File: src/design/ffpea_pkg.sv
// Shared types and constants for the first-fit page extent allocator.
`default_nettype none
package ffpea_pkg;
  localparam int OFF_W = 10;
  localparam int PG_W = 11;
  localparam int SIZE_W = 23;
  localparam int CMD_W = 2;
  localparam int ST_W = 3;
  localparam int MAX_PAGES = 1024;
  localparam int DEF_PAGE_SHIFT = 12;
  localparam int DEF_MAX_EXTENTS = 64;
  localparam int RESET_TOTAL_PAGES = 1024;

  localparam logic [CMD_W-1:0] CMD_INIT = 2'd0;
  localparam logic [CMD_W-1:0] CMD_ALLOC = 2'd1;
  localparam logic [CMD_W-1:0] CMD_FREE = 2'd2;

  localparam logic [ST_W-1:0] ST_OK = 3'd0;
  localparam logic [ST_W-1:0] ST_ZERO = 3'd1;
  localparam logic [ST_W-1:0] ST_NOSPACE = 3'd2;
  localparam logic [ST_W-1:0] ST_INVALID = 3'd3;
  localparam logic [ST_W-1:0] ST_FULL = 3'd4;

  typedef struct packed {
    logic [CMD_W-1:0]  command;
    logic [SIZE_W-1:0] size_bytes;
    logic [OFF_W-1:0]  region_offset;
    logic [PG_W-1:0]   region_pages;
  } req_t;

  typedef struct packed {
    logic [ST_W-1:0]  status;
    logic [OFF_W-1:0] granted_offset;
    logic [PG_W-1:0]  granted_pages;
    logic [PG_W-1:0]  pages_free;
  } rsp_t;

  typedef struct packed {
    logic [OFF_W-1:0] start;
    logic [PG_W-1:0]  len;
  } ext_t;
endpackage
`default_nettype wire

File: src/design/ffpea_cell.sv
// One slot of the extent ring: holds an extent and passes it to its neighbor.
`default_nettype none
module ffpea_cell import ffpea_pkg::*; (
  input  logic clk,
  input  logic shift_en,
  input  logic load_en,
  input  ext_t shift_in,
  input  ext_t load_val,
  output ext_t ext
);
  always_ff @(posedge clk) begin
    if (load_en) begin
      ext <= load_val;
    end else if (shift_en) begin
      ext <= shift_in;
    end
  end
endmodule
`default_nettype wire

File: src/design/first_fit_page_extent_allocator_top.sv
// Top level of the first-fit page extent allocator with its extent ring and sequencer.
`default_nettype none
// Commands are taken when start is high and busy is low; each command gives one result
// on result, marked by a one-cycle done pulse that the receiver cannot stall. Init,
// zero-size requests and requests rejected up front finish in the cycle after they are
// taken. Allocate and free rotate the extent ring once to scan it, take a decision step,
// then rotate it once more while rewriting it; the command ends at the decision step
// instead when the scan rejects it. In both rotations one entry leaves the ring's head
// per cycle.
module first_fit_page_extent_allocator_top import ffpea_pkg::*; #(
  parameter int MAX_EXTENTS = DEF_MAX_EXTENTS,
  parameter int PAGE_SHIFT = DEF_PAGE_SHIFT
) (
  input  logic            clk,
  input  logic            rst,
  input  logic            start,
  input  req_t            request,
  output logic            busy,
  output logic            done,
  output rsp_t            result,
  input  logic            cfg_we,
  input  logic [PG_W-1:0] cfg_wdata
);
  localparam int CNT_W = $clog2(MAX_EXTENTS + 1);
  localparam int PC_W = SIZE_W - PAGE_SHIFT + 1;
  localparam int CMP_W = (PC_W > PG_W) ? PC_W : PG_W;
  localparam logic [CNT_W-1:0] N_EXT = CNT_W'(MAX_EXTENTS);
  localparam logic [CNT_W-1:0] N_LAST = CNT_W'(MAX_EXTENTS - 1);

  typedef enum logic [3:0] {
    S_IDLE   = 4'b0001,
    S_SCAN   = 4'b0010,
    S_DECIDE = 4'b0100,
    S_MOD    = 4'b1000
  } state_t;

  state_t state;
  logic [CNT_W-1:0] cnt, used, fit_idx, ins_idx;
  logic [PG_W-1:0] total_pages, free_total;
  logic [CMD_W-1:0] op;
  logic [PC_W-1:0] pc;
  logic [OFF_W-1:0] off, fit_start;
  logic [PG_W-1:0] pages, fit_len, prev_end, next_len;
  logic [OFF_W-1:0] next_start;
  logic fit_found, has_prev, has_next, prev_adj, next_adj;
  ext_t q [2];
  logic [1:0] qn;

  ext_t ring [MAX_EXTENTS];
  ext_t tail, head, load_val, p0, p1, q0_next, q1_next;
  ext_t lst [4];
  logic shift, load0, accept, slot_ok, pop;
  logic [1:0] pv, n, qn_next;
  logic [PG_W-1:0] seg, free_end;
  logic [SIZE_W:0] sz_round;
  logic [PC_W-1:0] pc_in;

  assign busy = (state != S_IDLE);
  assign accept = start && !busy;
  assign head = ring[0];
  assign seg = (total_pages > PG_W'(MAX_PAGES)) ? PG_W'(MAX_PAGES) : total_pages;
  assign sz_round = {1'b0, request.size_bytes} + (SIZE_W + 1)'((1 << PAGE_SHIFT) - 1);
  assign pc_in = PC_W'(sz_round >> PAGE_SHIFT);
  assign free_end = PG_W'({1'b0, off} + pages);
  assign shift = (state == S_SCAN) || (state == S_MOD);
  assign load0 = accept && (request.command == CMD_INIT) && (seg != '0);
  assign load_val = '{start: '0, len: seg};
  assign slot_ok = (cnt < used);

  genvar k;
  generate
    for (k = 0; k < MAX_EXTENTS; k++) begin : g_cell
      if (k == MAX_EXTENTS - 1) begin : g_last
        ffpea_cell u_cell (.clk(clk), .shift_en(shift), .load_en(1'b0),
          .shift_in(tail), .load_val(load_val), .ext(ring[k]));
      end else if (k == 0) begin : g_first
        ffpea_cell u_cell (.clk(clk), .shift_en(shift), .load_en(load0),
          .shift_in(ring[k+1]), .load_val(load_val), .ext(ring[k]));
      end else begin : g_mid
        ffpea_cell u_cell (.clk(clk), .shift_en(shift), .load_en(1'b0),
          .shift_in(ring[k+1]), .load_val(load_val), .ext(ring[k]));
      end
    end
  endgenerate

  // rewrite pass: entries produced from the head slot
  always_comb begin
    p0 = head;
    p1 = head;
    pv = 2'd0;
    if (state == S_MOD && cnt < N_EXT) begin
      if (op == CMD_ALLOC) begin
        if (slot_ok) begin
          if (cnt == fit_idx) begin
            if (head.len != PG_W'(pc)) begin
              p0.start = OFF_W'(head.start + OFF_W'(pc));
              p0.len = PG_W'(head.len - PG_W'(pc));
              pv = 2'd1;
            end
          end else begin
            pv = 2'd1;
          end
        end
      end else begin
        if (!prev_adj && !next_adj && cnt == ins_idx) begin
          p0.start = off;
          p0.len = pages;
          pv = slot_ok ? 2'd2 : 2'd1;
        end else if (slot_ok) begin
          if (prev_adj && CNT_W'(cnt + 1'b1) == ins_idx) begin
            p0.len = PG_W'(head.len + pages + (next_adj ? next_len : '0));
            pv = 2'd1;
          end else if (next_adj && cnt == ins_idx) begin
            if (!prev_adj) begin
              p0.start = off;
              p0.len = PG_W'(head.len + pages);
              pv = 2'd1;
            end
          end else begin
            pv = 2'd1;
          end
        end
      end
    end
  end

  // pending queue: holds entries until their slot comes around
  always_comb begin
    lst[0] = q[0];
    lst[1] = q[1];
    lst[2] = p0;
    lst[3] = p1;
    if (qn == 2'd0) begin
      lst[0] = p0;
      lst[1] = p1;
    end else if (qn == 2'd1) begin
      lst[1] = p0;
      lst[2] = p1;
    end
    n = qn + pv;
    pop = (state == S_MOD) && (cnt != '0);
    if (pop) begin
      q0_next = lst[1];
      q1_next = lst[2];
      qn_next = (n == 2'd0) ? 2'd0 : n - 2'd1;
    end else begin
      q0_next = lst[0];
      q1_next = lst[1];
      qn_next = n;
    end
    tail = (state == S_SCAN) ? head : lst[0];
  end

  always_ff @(posedge clk) begin
    if (rst) begin
      state <= S_IDLE;
      used <= '0;
      free_total <= '0;
      total_pages <= PG_W'(RESET_TOTAL_PAGES);
      done <= 1'b0;
      qn <= 2'd0;
      cnt <= '0;
    end else begin
      done <= 1'b0;
      if (cfg_we) begin
        total_pages <= cfg_wdata;
      end
      q[0] <= q0_next;
      q[1] <= q1_next;
      qn <= qn_next;
      unique case (state)
        S_IDLE: begin
          if (accept) begin
            op <= request.command;
            pc <= pc_in;
            off <= request.region_offset;
            pages <= request.region_pages;
            fit_found <= 1'b0;
            has_prev <= 1'b0;
            has_next <= 1'b0;
            ins_idx <= used;
            cnt <= '0;
            qn <= 2'd0;
            result <= '{status: ST_INVALID, granted_offset: '0, granted_pages: '0,
                        pages_free: free_total};
            unique case (request.command)
              CMD_INIT: begin
                used <= (seg != '0) ? CNT_W'(1) : '0;
                free_total <= seg;
                result.status <= ST_OK;
                result.pages_free <= seg;
                done <= 1'b1;
              end
              CMD_ALLOC: begin
                if (request.size_bytes == '0) begin
                  result.status <= ST_ZERO;
                  done <= 1'b1;
                end else if (CMP_W'(pc_in) > CMP_W'(free_total)) begin
                  result.status <= ST_NOSPACE;
                  done <= 1'b1;
                end else begin
                  state <= S_SCAN;
                end
              end
              CMD_FREE: begin
                if (request.region_pages == '0) begin
                  result.status <= ST_ZERO;
                  done <= 1'b1;
                end else if (PG_W'(request.region_offset) >= seg ||
                             request.region_pages > PG_W'(seg - PG_W'(request.region_offset))) begin
                  done <= 1'b1;
                end else begin
                  state <= S_SCAN;
                end
              end
              default: begin
                done <= 1'b1;
              end
            endcase
          end
        end
        S_SCAN: begin
          if (slot_ok) begin
            if (op == CMD_ALLOC) begin
              if (!fit_found && CMP_W'(head.len) >= CMP_W'(pc)) begin
                fit_found <= 1'b1;
                fit_idx <= cnt;
                fit_start <= head.start;
                fit_len <= head.len;
              end
            end else if (head.start < off) begin
              has_prev <= 1'b1;
              prev_end <= PG_W'(head.start + head.len);
            end else if (!has_next) begin
              has_next <= 1'b1;
              ins_idx <= cnt;
              next_start <= head.start;
              next_len <= head.len;
            end
          end
          cnt <= CNT_W'(cnt + 1'b1);
          if (cnt == N_LAST) begin
            state <= S_DECIDE;
          end
        end
        S_DECIDE: begin
          cnt <= '0;
          state <= S_MOD;
          if (op == CMD_ALLOC) begin
            if (!fit_found) begin
              result.status <= ST_NOSPACE;
              done <= 1'b1;
              state <= S_IDLE;
            end
          end else begin
            prev_adj <= has_prev && (prev_end == PG_W'(off));
            next_adj <= has_next && (PG_W'(next_start) == free_end);
            if ((has_prev && prev_end > PG_W'(off)) ||
                (has_next && free_end > PG_W'(next_start))) begin
              result.status <= ST_INVALID;
              done <= 1'b1;
              state <= S_IDLE;
            end else if (!(has_prev && prev_end == PG_W'(off)) &&
                         !(has_next && PG_W'(next_start) == free_end) &&
                         used >= N_EXT) begin
              result.status <= ST_FULL;
              done <= 1'b1;
              state <= S_IDLE;
            end
          end
        end
        S_MOD: begin
          cnt <= CNT_W'(cnt + 1'b1);
          if (cnt == N_EXT) begin
            state <= S_IDLE;
            done <= 1'b1;
            result.status <= ST_OK;
            if (op == CMD_ALLOC) begin
              if (fit_len == PG_W'(pc)) begin
                used <= CNT_W'(used - 1'b1);
              end
              free_total <= PG_W'(free_total - PG_W'(pc));
              result.pages_free <= PG_W'(free_total - PG_W'(pc));
              result.granted_offset <= fit_start;
              result.granted_pages <= PG_W'(pc);
            end else begin
              if (prev_adj && next_adj) begin
                used <= CNT_W'(used - 1'b1);
              end else if (!prev_adj && !next_adj) begin
                used <= CNT_W'(used + 1'b1);
              end
              free_total <= PG_W'(free_total + pages);
              result.pages_free <= PG_W'(free_total + pages);
            end
          end
        end
        default: begin
          state <= S_IDLE;
        end
      endcase
    end
  end

  a_used_bound: assert property (@(posedge clk) disable iff (rst) used <= N_EXT)
    else $error("extent count exceeds table depth");
  a_queue_bound: assert property (@(posedge clk) disable iff (rst) qn <= 2'd2)
    else $error("pending queue overflow");
  a_grant_ok: assert property (@(posedge clk) disable iff (rst)
    done && result.granted_pages != '0 |-> result.status == ST_OK)
    else $error("pages granted on a failed transfer");
  a_accept_progress: assert property (@(posedge clk) disable iff (rst)
    accept |=> busy || done)
    else $error("accepted command neither busy nor done");
endmodule
`default_nettype wire
File: config.mk
export PLATFORM = sky130hd
export DESIGN_NAME = first_fit_page_extent_allocator_top
export DESIGN_NICKNAME = d
export VERILOG_FILES = /design/src/design/ffpea_pkg.sv /design/src/design/ffpea_cell.sv /design/src/design/first_fit_page_extent_allocator_top.sv
export SDC_FILE = /design/constraint.sdc
export NUM_CORES = 2
export LEC_CHECK = 0
export BUFFER_PORTS_ARGS = -buffer_cell sky130_fd_sc_hd__buf_2
export CORE_UTILIZATION = 40
export DETAILED_ROUTE_END_ITERATION = 10
export GPL_ROUTABILITY_DRIVEN = 0
export HOLD_SLACK_MARGIN = 0.03
export PLACE_DENSITY_LB_ADDON = 0.08
export SYNTH_ARGS = -nofsm -noshare
export SYNTH_HDL_FRONTEND = slang
export SYNTH_HIERARCHICAL = 1
export SYNTH_SLANG_ARGS = --single-unit
export TNS_END_PERCENT = 10
File: constraint.sdc
create_clock -name clk -period 16.2 [get_ports clk]
set_clock_uncertainty 0.2 [all_clocks]
set_input_delay 4.86 -clock clk [delete_from_list [all_inputs] [get_ports clk]]
set_output_delay 4.86 -clock clk [all_outputs]
set_load 0.005 [all_outputs]
-- After elaboration in Yosys (flattened, before gate mapping)
Memories as Yosys holds them, arrays and structs flattened.
Index checks and enable logic that the tools add are counted.
- bits in registers: 1529
- bits in writable memories: 42
- word-level logic and storage cells: 396
- memories: 1
- memory list (name ; depth ; width ; rd ports ; clocked after memory_dff ; wr ports ; RTL line ; RTL):
    q ; 2 ; 21 ; 2 ; 0 ; 2 ; first_fit_page_extent_allocator_top.sv:46 ; ext_t q [2];
- add/sub/neg operators: 15
- $lt $le $gt $ge: 11
- equal/unequal tests: 39
- mux-type cells: 116
- bitwise logic cells: 4
- reduce and logical (&&, ||, !) cells: 55
- operators by type and width (operator ; number):
    21-bit 2-to-1 mux ; 21
    11-bit 2-to-1 mux ; 9
    7-bit 2-to-1 mux ; 13
    35-bit 2-to-1 mux ; 2
    32-bit one-hot mux with 2 select lines ; 1
    4-bit 2-to-1 mux ; 11
    42-bit 2-to-1 mux ; 1
    6-bit AND reduction ; 6
    11-bit adder ; 3
    2-bit 2-to-1 mux ; 14
    7-bit one-hot mux with 2 select lines ; 2
    1-bit 2-to-1 mux ; 26
    23-bit by 12-bit adder with 24-bit output (second input constant) ; 1
    23-bit zero test ; 1
    10-bit by 11-bit adder with 11-bit output ; 2
    11-bit by 10-bit > comparator with 1-bit output ; 2
    11-bit one-hot mux with 2 select lines ; 1
    11-bit subtractor ; 2
    7-bit equality test ; 3
    7-bit one-hot mux with 3 select lines ; 1
    1-bit logical AND ; 17
    4-bit one-hot mux with 4 select lines ; 1
    3-bit != test (second input constant) ; 5
    5-bit AND reduction ; 3
    other kinds (55) ; 92

-- Logic depth before layout (Yosys ltp)
- word-level depth: 16
- mapped depth: 22
- gate-level depth less buffers: 21

-- Hierarchy
The synthesis kept the hierarchy.
- by module, submodules not included (module ; times used ; cells an instance ; area each (sq um) ; seq. area each (sq um)):
    ffpea_cell ; 64 ; 45 ; 895.9 ; 630.6
    first_fit_page_extent_allocator_top ; 1 ; 1869 ; 16945.0 ; 6386.1

-- Least setup slack after synthesis
No wires, ideal clock.
- path type: input to register
- start: in request[11] (netlist name)
- end: reg state[0]
- arrival: 7.967 ns
- path slack: 7.900 ns
- stages: 17
- buffers on the path: 0
- path through: ha_1 inv_1 fa_1 a21o_1 a21oi_1 nor2_1 or4_1 nand2_1 ha_1 a21o_1 a21o_1 a221oi_1 o211ai_1 a22oi_1 o21ai_1 a311oi_1 a22oi_1
- word-level cells in the longest chain between the ends: 5
- ends and longest elaborated chain (item ; RTL line ; RTL):
    start: declaration ; first_fit_page_extent_allocator_top.sv:17 ; input req_t request,
    11-bit by 10-bit subtractor with 11-bit output ; first_fit_page_extent_allocator_top.sv:210 ; request.region_pages > PG_W'(seg - PG_W'(request.region_offset))) begin
    11-bit > comparator ; first_fit_page_extent_allocator_top.sv:210 ;
    1-bit logical OR * ; first_fit_page_extent_allocator_top.sv:209 ; end else if (PG_W'(request.region_offset) >= seg ||
    3-bit != test (no source line) * ; n/a ;
    8-bit AND reduction (no source line) * ; n/a ;
    end signal: assignment ; first_fit_page_extent_allocator_top.sv:202 ; state <= S_SCAN;
    end signal: assignment ; first_fit_page_extent_allocator_top.sv:213 ; state <= S_SCAN;
    end signal: assignment ; first_fit_page_extent_allocator_top.sv:243 ; state <= S_DECIDE;
    end: declaration ; first_fit_page_extent_allocator_top.sv:37 ; state_t state;
Every way passes the cells marked *; elsewhere a longest branch is shown, timed or not.
A chain may end at the register's enable or synchronous reset.

-- Worst setup path in the final report
Same ends and word-level chain as after synthesis.

==> qor.csv <==
stage,metric,value,unit
outcome,status,completed,
grt,overflow,0,
power,power_frac_comb,12.7,%
power,max-vdd-ir-drop,0.0910,mV
floorplanning,core_region_area,184000,µm²
grt,grtUsageTotal,17.8,%
placed_design,port_buffers,97,
setup_path,worstPathArrival,8.69,ns
floorplanning,die_area,187000,µm²
sta,drv_slew,0,
sta,setup-tns-final,0,ns
setup_path,crit_type,primary input to register,
detailed_routing,via_count,41145,
setup_path,r2r_slack,10.36,ns
setup_path,cp-start-kind,primary input,
power,p_leak,32.3,nW
synthesis,avgSynthCellArea,15.6,µm²
cells_and_area,final_area,85400,µm²
synthesis,netlist_instances,4749,
min_path,min_from,fit_start[5],
setup_path,path_max_fanout,3,
grt,met1_usage,24.4,%
floorplanning,rows,157,
detailed_routing,drcViolationCount,0,
clock_tree,postCtsHoldBufs,0,
detailed_routing,drt_wl_total,165000,µm
synthesis,ys_seq_area_share,62.9,%
synthesis,ys_types,86,
sta,rsz0062_at_grt,no,
grt,grt_antenna_before_repair,11,
sta,fmax,0.122,GHz
power,seqPwrFrac,50.2,%
clock_tree,ctsResizeCount,0,
grt,grt_pass1_vias,42385,
cells_and_area,drive_above_1_share,31.5,%
detailed_routing,routedWlPerCell,19.7,µm
floorplanning,die_h,433,µm
floorplanning,pin_count,98,
synthesis,async_flop_share,0,%
detailed_routing,firstDrtPassIters,7,
power,p_int,7.71,mW
placed_design,dpl.hpwl,107000,µm
sta,hold_violations,0,
min_path,hp-class,register to register,
sta,period_share,50.7,%
cells_and_area,fin_util,46.5,%
grt,met2_usage,28.9,%
detailed_routing,avgViaCountPerCell,4.92,
cells_and_area,layout.nets,5979,
floorplanning,initial_core_util,40.4,%
synthesis,ys_ff_latch,1571,
min_path,min_to,result[27],
synthesis,synth_area,74300,µm²
placed_design,place_area,80000,µm²
grt,grt_max_degree,67,
detailed_routing,detail-route-antenna-nets,0,
sta,fin_crit,8.21,ns
setup_path,worst_setup_path_end_kind,register,
grt,met3_usage,2.85,%
power,clkPwrFrac,37.1,%
power,switching_share,24.8,%
clock_tree,clk_path_buf_depth,3,
min_path,min_path_cells,1,
setup_path,reg2reg_depth,19,
synthesis,synth_edf_count,1528,
setup_path,r2r-start,total_pages[10],
grt,top_usage_layer,met2,
clock_tree,htreeDepth,4,
grt,grt_pass1_wl,255000,µm
synthesis,ys.flop_type,edfxtp_1,
setup_path,reg2reg_to,state[0],
sta,slew_headroom,24.0,%
sta,tightest_slew,1.13,ns
sta,setup_violations,0,
clock_tree,cts_root_buf,clkbuf_16,
run,drv_cap,0,
floorplanning,die_width,433,µm
clock_tree,worst_skew_pair.late_latency,0.80,ns
synthesis,yosysWarningCount,6,
clock_tree,clk_pin_slew,0.06,ns
power,power.switching,2.54,mW
power,p_per_area,120,nW/µm²
clock_tree,cts_buffers,177,
clock_tree,cts_tree,yes,
detailed_routing,drt_iter0_drc,2835,
clock_tree,clock_sinks,1571,
clock_tree,cts_setup_buffers,0,
setup_path,required,16.67,ns
cells_and_area,area_growth,15.0,%
==> worst max-delay path, cell delays in order <==
cell      delay [ns]
buf_2           0.10
ha_1            0.17
inv_1           0.05
fa_1            0.40
a21o_1          0.17
a21oi_1         0.27
nor2_1          0.10
o31ai_1         0.28
nand2b_1        0.09
a21oi_1         0.17
xnor2_1         0.15
ha_1            0.28
nand4_1         0.13
a21oi_1         0.06
a221oi_1        0.26
o211ai_1        0.11
a22oi_1         0.48
o21ai_1         0.18
a311oi_1        0.28
a22oi_1         0.09
==> cells by family after synthesis <==
logic type / count (synthesis) / share of synthesized area, %
other: 1 / 0.00505
multiplexers: 1382 / 20.9
XOR/XNOR: 112 / 1.35
AND/OR/NAND/NOR: 684 / 4.52
AO/OA/AOI/OAI: 520 / 4.59
buffers and inverters: 322 / 2.99
flip-flops: 1571 / 62.9
adder cells (fa/ha/maj): 157 / 2.73
==> final cells by class <==
cell class	count	area [µm²]
antenna	5	12.5
clock buffer	221	4680
clock inverter	96	767
fill	16396	98300
inverter	107	404
multi-input combinational	3747	28800
sequential	1571	46700
tap	2464	3080
timing repair buffer	157	936
==> placed cells by master (no fill, tap or decap), types with 47 or more instances in the layout <==
master	instances
mux2_2	1345
o21ai_0	122
ha_1	149
edfxtp_1	1528
or2_2	69
nor3_1	50
a21oi_1	134
conb_1	892
nand3_1	53
nor2_1	153
xnor2_1	62
buf_2	97
xor2_1	47
clkbuf_16	180
inv_1	102
buf_4	60
nand2_1	183
==> per-layer routing <==
| metal | part of all wire, % | up-vias |
|---|---|---|
| met3 | 4.9 | 272 |
| met5 | 0 | - |
| met2 | 47 | 878 |
| met4 | 2.4 | 0 |
| li1 | - | 19461 |
| met1 | 45 | 20534 |
==> flip-flops by register name, summed over array words and instances (netlist names), 10 cells and up <==
signal                     cells
fit_start                     10
next_start                    10
fit_len                       11
total_pages                   11
prev_end                      11
next_len                      11
g_cell.g_mid.u_cell/ext     1302
off                           10
result                        35
pc                            12
free_total                    11
q                             42
g_cell.g_first.u_cell/ext     21
g_cell.g_last.u_cell/ext      21
pages                         11
==> synthesized netlist by cell type, types with 62 or more instances <==
cell,count,area (µm²)
inv_1,104,390
a21oi_1,135,676
edfxtp_1,1528,45900
clkbuf_1,68,255
xnor2_1,62,543
nand2_1,183,687
o21ai_0,122,611
ha_1,149,1860
nor2_1,156,586
buf_6,133,1500
mux2_2,1345,15100
or2_2,69,432
==> worst max path at each step <==
| stage | from | end | slack (ns) | cells past startpoint |
|---|---|---|---|---|
| floorplan | request[11] | state[0] | 7.90 | 17 |
| global placement | request[11] | state[0] | 7.26 | 20 |
| detailed placement | request[11] | state[0] | 7.23 | 20 |
| CTS | request[11] | state[0] | 8.10 | 20 |
| global route | request[11] | state[0] | 7.69 | 20 |
| finish | request[11] | state[0] | 7.99 | 20 |
==> power by group through the flow <==
stage / Combinational, mW / Clock [mW] / Sequential, mW
4_1_cts: 1.29 / 3.93 / 5.15
6_report: 1.30 / 3.80 / 5.14
3_3_place_gp: 1.28 / 0 / 5.23
5_1_grt: 1.44 / 4.08 / 5.18
2_1_floorplan: 0.983 / 0 / 5.14
3_5_place_dp: 1.28 / 0 / 5.23
==> stage by stage <==
stage	setup slack [ns]	power [mW]	cells	hold slack [ns]
detailed placement	7.23	6.51	8046	0.304
global placement	7.26	6.51	8046	0.294
floorplan	7.90	6.12	5640	0.231
finish	7.99	10.3	8368	0.314
CTS	8.10	10.4	8363	0.316
global route	7.69	10.7	8365	0.331
Power figures use the tool's default switching activity.
